===== src/design/gcb_pkg.sv =====
package gcb_pkg;

  localparam int AMOUNT_WIDTH_DEF = 24;

  // remainder after the largest note always stays below 50000
  localparam int REM_W = 16;
  localparam int QUO_W = 9;
  localparam int CNT_W = 2;
  localparam int LEFT_W = 6;

  // long division by the largest note retires two amount bits a stage
  localparam int DIV_BITS = 2;
  localparam int STEP_W = REM_W + DIV_BITS;
  localparam logic [STEP_W-1:0] TOP_X1 = STEP_W'(50000);
  localparam logic [STEP_W-1:0] TOP_X2 = STEP_W'(100000);
  localparam logic [STEP_W-1:0] TOP_X3 = STEP_W'(150000);

  // smaller denominations, index 0 is the largest
  localparam int NUM_SMALL = 9;
  localparam int COIN_STAGES = 3;
  localparam int COINS_PER_STAGE = NUM_SMALL / COIN_STAGES;
  localparam logic [NUM_SMALL-1:0][REM_W-1:0] SMALL_DENOM = {
    16'd50, 16'd100, 16'd200, 16'd500, 16'd1000,
    16'd2000, 16'd5000, 16'd10000, 16'd20000
  };

  typedef logic [CNT_W-1:0] cnt_t;

  typedef struct packed {
    logic [QUO_W-1:0] c_top;
    cnt_t [NUM_SMALL-1:0] c_small;
    logic [REM_W-1:0] rest;
  } coin_t;

endpackage


===== src/design/gcb_div_stage.sv =====
module gcb_div_stage import gcb_pkg::*; #(
  parameter int PW = AMOUNT_WIDTH_DEF
) (
  input  logic             clk,
  input  logic             rst_n,
  input  logic             up_valid,
  output logic             up_ready,
  input  logic [PW-1:0]    up_amt,
  input  logic [REM_W-1:0] up_rem,
  input  logic [QUO_W-1:0] up_quo,
  output logic             dn_valid,
  input  logic             dn_ready,
  output logic [PW-1:0]    dn_amt,
  output logic [REM_W-1:0] dn_rem,
  output logic [QUO_W-1:0] dn_quo
);

  logic                valid_r;
  logic [PW-1:0]       amt_r;
  logic [REM_W-1:0]    rem_r;
  logic [QUO_W-1:0]    quo_r;
  logic [REM_W-1:0]    rem_nxt;
  logic [DIV_BITS-1:0] digit;
  logic [STEP_W-1:0]   step;
  logic [STEP_W-1:0]   diff1;
  logic [STEP_W-1:0]   diff2;
  logic [STEP_W-1:0]   diff3;

  // bring down the next two amount bits and take out up to three notes
  always_comb begin
    step  = {up_rem, up_amt[PW-1 -: DIV_BITS]};
    diff1 = step - TOP_X1;
    diff2 = step - TOP_X2;
    diff3 = step - TOP_X3;
    if (step >= TOP_X3) begin
      digit   = DIV_BITS'(3);
      rem_nxt = diff3[REM_W-1:0];
    end else if (step >= TOP_X2) begin
      digit   = DIV_BITS'(2);
      rem_nxt = diff2[REM_W-1:0];
    end else if (step >= TOP_X1) begin
      digit   = DIV_BITS'(1);
      rem_nxt = diff1[REM_W-1:0];
    end else begin
      digit   = '0;
      rem_nxt = step[REM_W-1:0];
    end
  end

  assign up_ready = !valid_r || dn_ready;

  always_ff @(posedge clk) begin
    if (!rst_n) begin
      valid_r <= 1'b0;
    end else if (up_ready) begin
      valid_r <= up_valid;
    end
  end

  // quotient keeps only its low bits, which is all the count field carries
  always_ff @(posedge clk) begin
    if (up_ready && up_valid) begin
      amt_r <= up_amt << DIV_BITS;
      rem_r <= rem_nxt;
      quo_r <= {up_quo[QUO_W-DIV_BITS-1:0], digit};
    end
  end

  assign dn_valid = valid_r;
  assign dn_amt   = amt_r;
  assign dn_rem   = rem_r;
  assign dn_quo   = quo_r;

endmodule


===== src/design/gcb_coin_stage.sv =====
module gcb_coin_stage import gcb_pkg::*; #(
  parameter int FIRST = 0,
  parameter int NUM   = COINS_PER_STAGE
) (
  input  logic  clk,
  input  logic  rst_n,
  input  logic  up_valid,
  output logic  up_ready,
  input  coin_t up_word,
  output logic  dn_valid,
  input  logic  dn_ready,
  output coin_t dn_word
);

  logic  valid_r;
  coin_t word_r;
  coin_t word_nxt;

  // each denomination fits at most twice into what the larger one left
  always_comb begin
    logic [REM_W-1:0] d;
    logic [REM_W-1:0] d2;
    word_nxt = up_word;
    for (int i = 0; i < NUM; i++) begin
      d  = SMALL_DENOM[FIRST + i];
      d2 = d << 1;
      if (word_nxt.rest >= d2) begin
        word_nxt.c_small[FIRST + i] = CNT_W'(2);
        word_nxt.rest = word_nxt.rest - d2;
      end else if (word_nxt.rest >= d) begin
        word_nxt.c_small[FIRST + i] = CNT_W'(1);
        word_nxt.rest = word_nxt.rest - d;
      end else begin
        word_nxt.c_small[FIRST + i] = '0;
      end
    end
  end

  assign up_ready = !valid_r || dn_ready;

  always_ff @(posedge clk) begin
    if (!rst_n) begin
      valid_r <= 1'b0;
    end else if (up_ready) begin
      valid_r <= up_valid;
    end
  end

  always_ff @(posedge clk) begin
    if (up_ready && up_valid) begin
      word_r <= word_nxt;
    end
  end

  assign dn_valid = valid_r;
  assign dn_word  = word_r;

endmodule


===== src/design/greedy_change_breakdown.sv =====
// greedy change breakdown: splits a cash amount over notes and coins from
// 50000 down to 50, largest first, and reports what no denomination can pay.
//
// input word : in_amount on in_valid / in_ready
// output word: one count per denomination, out_leftover (below 50) and
//              out_incomplete, on out_valid / out_ready
//
// a long division by 50000 takes two amount bits per stage, then three
// stages each settle three of the smaller denominations. a new amount is
// taken every cycle while in_ready is high; every stage holds one word and
// passes it on as soon as the next one is free, so bubbles close up.
// when out_ready is low the result holds on the outputs, the stages behind
// it keep filling and in_ready drops only once all of them are full.
// reset empties every stage; out_valid is low in the cycle after it.
// count_50000 carries the low 9 bits of its quotient for wide amounts.
module greedy_change_breakdown import gcb_pkg::*; #(
  parameter int AMOUNT_WIDTH = AMOUNT_WIDTH_DEF
) (
  input  logic                    clk,
  input  logic                    rst_n,
  input  logic                    in_valid,
  output logic                    in_ready,
  input  logic [AMOUNT_WIDTH-1:0] in_amount,
  output logic                    out_valid,
  input  logic                    out_ready,
  output logic [8:0]              out_count_50000,
  output logic [1:0]              out_count_20000,
  output logic                    out_count_10000,
  output logic                    out_count_5000,
  output logic [1:0]              out_count_2000,
  output logic                    out_count_1000,
  output logic                    out_count_500,
  output logic [1:0]              out_count_200,
  output logic                    out_count_100,
  output logic                    out_count_50,
  output logic [LEFT_W-1:0]       out_leftover,
  output logic                    out_incomplete
);

  localparam int NUM_DIV = (AMOUNT_WIDTH + DIV_BITS - 1) / DIV_BITS;
  localparam int PW      = NUM_DIV * DIV_BITS;

  logic                div_valid [NUM_DIV+1];
  logic                div_ready [NUM_DIV+1];
  logic [PW-1:0]       div_amt   [NUM_DIV+1];
  logic [REM_W-1:0]    div_rem   [NUM_DIV+1];
  logic [QUO_W-1:0]    div_quo   [NUM_DIV+1];

  logic                coin_valid [COIN_STAGES+1];
  logic                coin_ready [COIN_STAGES+1];
  coin_t               coin_word  [COIN_STAGES+1];

  assign div_valid[0] = in_valid;
  assign in_ready     = div_ready[0];
  assign div_amt[0]   = PW'(in_amount);
  assign div_rem[0]   = '0;
  assign div_quo[0]   = '0;

  for (genvar s = 0; s < NUM_DIV; s++) begin : g_div
    gcb_div_stage #(
      .PW (PW)
    ) u_div (
      .clk      (clk),
      .rst_n    (rst_n),
      .up_valid (div_valid[s]),
      .up_ready (div_ready[s]),
      .up_amt   (div_amt[s]),
      .up_rem   (div_rem[s]),
      .up_quo   (div_quo[s]),
      .dn_valid (div_valid[s+1]),
      .dn_ready (div_ready[s+1]),
      .dn_amt   (div_amt[s+1]),
      .dn_rem   (div_rem[s+1]),
      .dn_quo   (div_quo[s+1])
    );
  end

  assign coin_valid[0]         = div_valid[NUM_DIV];
  assign div_ready[NUM_DIV]    = coin_ready[0];
  assign coin_word[0].c_top    = div_quo[NUM_DIV];
  assign coin_word[0].c_small  = '0;
  assign coin_word[0].rest     = div_rem[NUM_DIV];

  for (genvar s = 0; s < COIN_STAGES; s++) begin : g_coin
    gcb_coin_stage #(
      .FIRST (s * COINS_PER_STAGE),
      .NUM   (COINS_PER_STAGE)
    ) u_coin (
      .clk      (clk),
      .rst_n    (rst_n),
      .up_valid (coin_valid[s]),
      .up_ready (coin_ready[s]),
      .up_word  (coin_word[s]),
      .dn_valid (coin_valid[s+1]),
      .dn_ready (coin_ready[s+1]),
      .dn_word  (coin_word[s+1])
    );
  end

  assign out_valid                = coin_valid[COIN_STAGES];
  assign coin_ready[COIN_STAGES]  = out_ready;

  assign out_count_50000 = coin_word[COIN_STAGES].c_top;
  assign out_count_20000 = coin_word[COIN_STAGES].c_small[0];
  assign out_count_10000 = coin_word[COIN_STAGES].c_small[1][0];
  assign out_count_5000  = coin_word[COIN_STAGES].c_small[2][0];
  assign out_count_2000  = coin_word[COIN_STAGES].c_small[3];
  assign out_count_1000  = coin_word[COIN_STAGES].c_small[4][0];
  assign out_count_500   = coin_word[COIN_STAGES].c_small[5][0];
  assign out_count_200   = coin_word[COIN_STAGES].c_small[6];
  assign out_count_100   = coin_word[COIN_STAGES].c_small[7][0];
  assign out_count_50    = coin_word[COIN_STAGES].c_small[8][0];
  assign out_leftover    = coin_word[COIN_STAGES].rest[LEFT_W-1:0];
  assign out_incomplete  = |coin_word[COIN_STAGES].rest;

endmodule


===== config.mk =====
export PLATFORM = sky130hd
export DESIGN_NAME = greedy_change_breakdown
export DESIGN_NICKNAME = d
export VERILOG_FILES = /design/src/design/gcb_pkg.sv /design/src/design/gcb_div_stage.sv /design/src/design/gcb_coin_stage.sv /design/src/design/greedy_change_breakdown.sv
export SDC_FILE = /design/constraint.sdc
export NUM_CORES = 1
export LEC_CHECK = 0
export BUFFER_PORTS_ARGS = -buffer_cell sky130_fd_sc_hd__buf_4
export CAP_MARGIN = 5
export CORE_UTILIZATION = 60
export DETAILED_ROUTE_END_ITERATION = 6
export GPL_TIMING_DRIVEN = 0
export PLACE_DENSITY = 0.89
export SETUP_SLACK_MARGIN = 0.4
export SLEW_MARGIN = 20
export SYNTH_ARGS = -nofsm -noshare
export SYNTH_HDL_FRONTEND = slang
export SYNTH_SLANG_ARGS = --single-unit

===== constraint.sdc =====
create_clock -name clk -period 6.8 [get_ports clk]
set_input_delay 0.34 -clock clk [delete_from_list [all_inputs] [get_ports clk]]
set_output_delay 0.34 -clock clk [all_outputs]
set_load 0.01 [all_outputs]

=== After elaboration in Yosys (flattened, before gate mapping) ===
Index checks and enable logic that the tools add are counted.

* Input bits: 28
* Word-level logic and storage cells: 306
* Output and inout port bits: 30
* Bits in registers: 463

* Multiplexer cells: 73
* Reduce and logical (&&, ||, !) cells: 50
* Add/sub/neg operators: 54
* Order comparisons: 54

{| class="wikitable"
|+ Operators by type and width
! operator !! count
|-
| $mux W16 || 54
|-
| $sub A16 B16 Y16 const B || 23
|-
| $sub A16 B15 Y16 const B || 13
|-
| $ge A18 B16 Y1 const B || 11
|-
| $ge A18 B17 Y1 const B || 11
|-
| $ge A18 B18 Y1 const B || 11
|-
| $ge A16 B10 Y1 const B || 2
|-
| $ge A16 B11 Y1 const B || 2
|-
| $ge A16 B14 Y1 const B || 2
|-
| $ge A16 B15 Y1 const B || 2
|-
| $ge A16 B7 Y1 const B || 2
|-
| $ge A16 B8 Y1 const B || 2
|-
| $ge A16 B9 Y1 const B || 2
|-
| $sub A16 B10 Y16 const B || 2
|-
| $sub A16 B11 Y16 const B || 2
|-
| $sub A16 B14 Y16 const B || 2
|-
| $sub A16 B7 Y16 const B || 2
|-
| $sub A16 B8 Y16 const B || 2
|-
| $sub A16 B9 Y16 const B || 2
|-
| $sub A2 B16 Y16 const B || 2
|-
| $mux W1 || 19
|-
| $ge A2 B18 Y1 const B || 1
|-
| $ge A2 B17 Y1 const B || 1
|-
| $ge A16 B12 Y1 const B || 1
|-
| other kinds (13) || 58
|}

=== Longest topological paths before layout ===
* Depth in word-level cells: 17
* Gate-level depth with buffers: 25
* Gate-level depth less buffers: 24

=== By module ===
From an unflattened synthesis, not the netlist that was laid out.

* Cells, all modules: 3453
* Area total of the unflattened synthesis: 40018.4 um2

{| class="wikitable"
|+ By module, submodules not included
! module !! area an instance (um2) !! seq. area each (um2) !! cells an instance !! times used
|-
| gcb_div_stage at g_div[0].u_div ... || 2489.9 || 1431.4 || 205 || 10
|-
| gcb_coin_stage at g_coin[1].u_coin || 3439.5 || 1311.3 || 352 || 1
|-
| gcb_coin_stage at g_coin[0].u_coin || 3365.7 || 1311.3 || 313 || 1
|-
| gcb_coin_stage at g_coin[2].u_coin || 3340.7 || 1311.3 || 334 || 1
|-
| gcb_div_stage at g_div[9].u_div || 2655.0 || 1431.4 || 226 || 1
|-
| gcb_div_stage at g_div[4].u_div || 2283.4 || 1431.4 || 172 || 1
|-
| greedy_change_breakdown || 35.0 || 0.0 || 6 || 1
|}

=== Worst setup path after synthesis ===
No wires, ideal clock.

* Path kind: register to register
* Start: register g_div[11].u_div.rem_r[6]
* End: register g_coin[0].u_coin.word_r (netlist bit g_coin[0].u_coin.dn_word[10]) (data pin)
* Period minus slack after synthesis: 5.462 ns
* Stages on the path, launching flop included: 26
* Slack: 1.338 ns
* Data arrival time: 5.200 ns
* Cells stage by stage: edfxtp_1 -> inv_1 -> ha_1 -> nor3b_1 -> o311ai_4 -> nand2_4 -> nand2_2 -> inv_2 -> xnor2_1 -> ha_1 -> inv_1 -> a2111oi_2 -> a2111oi_2 -> or2_0 -> clkbuf_1 -> mux2i_1 -> a21o_1 -> inv_1 -> ha_1 -> inv_1 -> a2111oi_2 -> o41ai_1 -> o21ai_1 -> a21boi_2 -> o31a_1 -> mux2_1

{| class="wikitable"
|+ RTL lines
! what !! RTL line !! RTL
|-
| from (decl) || gcb_div_stage.sv:20 || <nowiki>logic [REM_W-1:0] rem_r;</nowiki>
|-
| from (signal assigned) || gcb_div_stage.sv:64 || <nowiki>rem_r <= rem_nxt;</nowiki>
|-
| to (signal assigned) || gcb_coin_stage.sv:51 || <nowiki>word_r <= word_nxt;</nowiki>
|-
| to (decl) || gcb_coin_stage.sv:16 || <nowiki>coin_t word_r;</nowiki>
|}

==> impl_results.md <==
* Status: complete, but fails checks
* Failing checks: DRC
* TritonCTS clock tree: done
* Largest cells by area after synthesis: edfxtp_1 55%, ha_1 4.3%, xnor2_1 2.9%
* Initial cell density of the core at 0.616
* Crit path required time at 7.10 ns
* Fin util at 0.708
* Top cells by count, synth: 392 x edfxtp_1, 122 x nand2_1, 120 x nor2_1, 105 x a21oi_1, 96 x o21ai_0
* Leakage at 8.54 nW
* Ys async rst share at 0
* Power Dens Cells at 210 nW/um^2
* Routed vias/inst at 6.50
* CTS buffer count at 43
* First-pass iteration count of the detailed router at 7
* HP Start: in_valid
* Synth Instances at 1856
* Yosys top cell area share at 0.548
* Via count at 16.2k
* Synth Warn # at 0
* Worst Slack Setup Final at 0.637 ns
* #FFs+latches synth at 407
* # setup viols final at 0
* Num Clock Sinks at 407
* Synth area leader: edfxtp_1
* Hold depth at 3
* IO Port Bufs at 57
* Worst Max-Slew Pin Slew at 1.06 ns
* Ant. Diodes at 0
* Core Footprint at 34900 um^2
* Top-count cell post-synth: edfxtp_1
* Syn Nets at 1958
* Post-route minimum period at 6.16 ns
* Layout area overhead at 14.9%
* CP arrival at 6.47 ns
* Htree depth at 2
* R2R Setup Slk at 0.64 ns
* Dpl cells at 2380
* Global-route wire length before repair at 80200 um
* Total Routing Usage GR at 0.279
* Syn_area_per_cell at 11.6 um^2
* Setup Skew at 0.0158 ns
* Floorplan row count at 68
* DRC Markers at 8
* Nets at 2107
* R2R depth at 23
* Dpl hpwl at 34000 um
* Initial drt markers at 1636
* Wirelength per Cell at 20.5 um
* Setup TNS at 0 ns
* Die area at 36600 um^2
* Sequential area share after synthesis at 0.561
* Clock transition at path regs at 0.07 ns
* Overflow after GRT at 0
* Reg-to-reg endpoint: g_coin[0].u_coin.dn_word[11]$_DFFE_PP_
* Synth Cell Area at 21500 um^2
* Finished Layout Cells at 2492
* Hold Crit Endpoint: g_div[0].u_div.dn_valid$_SDFFE_PN0N_
* Maximum vdd drop at 0.374 mV
* Dpl ws at 0.106 ns
* Post-synth EDFFs at 392
* Count of cell types in the netlist at 111
* Clock Tree Buf Depth at 3
* Width of the die at 191 um
* Achievable Freq at 162 MHz
* Max Cap Viol at 0
* Layout cell share with drive strength beyond 1 at 0.136
* Total power at 5.18 mW
* Vias in the first global route at 15.3k
* CP Max Fanout at 6
* I/O pin count at 58
* Routed Antenna Nets at 0
* Critical setup path kind: flip-flop to flip-flop
* Initial antenna violation count at 0
* Worst slew margin at 0.287
* Crit path launch type: flip-flop
* Type of the worst min-delay path: input port to flip-flop
* Critical R2R Launch: g_div[11].u_div.dn_rem[6]$_DFFE_PP_
* Final Hold Viols at 0
* Clock Latency Late Sink at 0.59 ns
* Total wire length at 51100 um
* RSZ-0062 raised after global routing: yes
* Root Buffer: clkbuf_16
* Crit end category: flip-flop
* Die Span Y at 191 um
* Largest net degree at the start of global routing at 30
* Tcrit/Tclk final at 0.906
* Most used flip-flop cell after synthesis: edfxtp_1
* GPL Wtd Cong at 0.947
* Max Slew Vio Count at 0
cells in the final DEF, fill, tap and decap left out, types with 9 or more instances in the layout:
| cell | Yosys | layout |
|---|---|---|
| nand4_1 | 18 | 18 |
| or3_1 | 14 | 14 |
| nand2_1 | 122 | 122 |
| o211ai_1 | 19 | 19 |
| a211o_1 | 11 | 11 |
| o31ai_1 | 16 | 15 |
| inv_1 | 79 | 78 |
| buf_4 | 23 | 91 |
| buf_6 | 1 | 9 |
| o21a_1 | 16 | 16 |
| buf_2 | 9 | 9 |
| xnor2_1 | 72 | 68 |
| nor4_1 | 25 | 24 |
| o21ai_1 | 10 | 9 |
| a21oi_1 | 105 | 103 |
| a211oi_1 | 23 | 23 |
| o22ai_1 | 19 | 19 |
| nor3_1 | 51 | 50 |
| nor2_1 | 120 | 120 |
| a31oi_1 | 38 | 35 |
| a21o_1 | 11 | 11 |
| edfxtp_1 | 392 | 392 |
| nand3_1 | 64 | 64 |
| clkbuf_16 | 0 | 43 |
| clkbuf_1 | 37 | 41 |
| xor2_1 | 33 | 33 |
| mux2i_1 | 13 | 13 |
| nand2b_1 | 15 | 15 |
| o21ai_0 | 96 | 96 |
| and4_1 | 9 | 9 |
| nor2b_1 | 28 | 20 |
| dfxtp_1 | 15 | 15 |
| a311oi_1 | 12 | 12 |
| ha_1 | 74 | 74 |
| or2_2 | 11 | 11 |
| and3_1 | 24 | 24 |
| and2_1 | 26 | 26 |
| dlygate4sd3_1 | 0 | 24 |
worst max-delay path, cell delays in order (launching register included):
cell and delay [ns]:
edfxtp_1 0.49, inv_2 0.17, ha_1 0.24, nor2b_1 0.37, a2111o_1 0.27, nand3_1 0.16, nand2_2 0.14, inv_2 0.11
xnor2_4 0.26, ha_1 0.24, nand2_1 0.16, a2111oi_4 0.58, or2_0 0.18, clkbuf_2 0.18, and3_1 0.23, xnor2_1 0.19
ha_1 0.27, inv_1 0.09, a2111oi_4 0.39, o41ai_2 0.17, or2_1 0.27, a21oi_1 0.37, o31ai_1 0.16, xor2_1 0.18
through the flow:
stage	area (um^2)	hold WS, ns
floorplan	21500	0.400
global placement	22500	0.400
detailed placement	22800	0.405
CTS	24500	0.0520
global route	24700	0.0694
finish	24700	0.0889
flip-flops by register name, indices dropped and copies added, names as in the netlist:
register                cells
g_div.u_div.dn_amt        132
g_coin.u_coin.dn_word      99
g_div.u_div.dn_valid       12
g_div.u_div.dn_quo         25
g_coin.u_coin.dn_valid      3
g_div.u_div.dn_rem        136
worst max-delay path by stage:
stage                                              from                                     end  slack (ns)
floorplan           g_div[11].u_div.dn_rem[6]$_DFFE_PP_  g_coin[0].u_coin.dn_word[10]$_DFFE_PP_        1.34
global placement    g_div[11].u_div.dn_rem[6]$_DFFE_PP_  g_coin[0].u_coin.dn_word[10]$_DFFE_PP_        0.18
detailed placement  g_div[11].u_div.dn_rem[6]$_DFFE_PP_  g_coin[0].u_coin.dn_word[10]$_DFFE_PP_        0.11
CTS                 g_div[11].u_div.dn_rem[3]$_DFFE_PP_  g_coin[0].u_coin.dn_word[11]$_DFFE_PP_        0.44
global route        g_div[11].u_div.dn_rem[6]$_DFFE_PP_  g_coin[0].u_coin.dn_word[11]$_DFFE_PP_        0.31
finish              g_div[11].u_div.dn_rem[6]$_DFFE_PP_  g_coin[0].u_coin.dn_word[11]$_DFFE_PP_        0.64
cell type report:
type / instances / area, um^2
inverter: 84 / 315
clock buffer: 48 / 1090
buffer: 71 / 373
multi-input combinational: 1294 / 9000
tap: 455 / 569
fill: 2342 / 10200
timing repair buffer: 104 / 936
sequential: 407 / 12100
clock inverter: 29 / 339
routing by layer:
metal,vias to the layer above,share of wire,track usage
li1,7430,-,-
met1,7754,0.40,0.357
met2,851,0.49,0.476
met3,159,0.072,0.0448
met4,0,0.037,0.107
met5,-,0,0
logic make-up (layout without fill, tap and decap cells):
kind of cell	count (synthesis)	count (layout)	synth area share
AO/OA/AOI/OAI	521	521	0.172
AND/OR/NAND/NOR	575	575	0.139
buffers and inverters	155	336	0.0319
flip-flops	407	407	0.561
adder cells (fa/ha/maj)	74	74	0.0431
XOR/XNOR	105	105	0.0428
multiplexers	19	19	0.00919
report_power, final:
part	leakage, nW	total [mW]	internal [mW]	switching [mW]
Combinational	4.17	0.0501	0.0253	0.0248
Sequential	3.68	2.75	2.74	0.00935
Clock	0.687	2.38	1.34	1.04
Total	8.54	5.18	4.11	1.07
what timing repair did:
| item | CTS | global route |
|---|---|---|
| setup buffers | 1 | 10 |
| resized for setup | 7 | 17 |
| pin swaps | 1 | 5 |
| hold endpoints to repair | 24 | 0 |
| hold buffers | 24 | 0 |
| endpoints found under the setup margin | 14 | 30 |
Note: power is estimated with default switching activity, not from simulation.
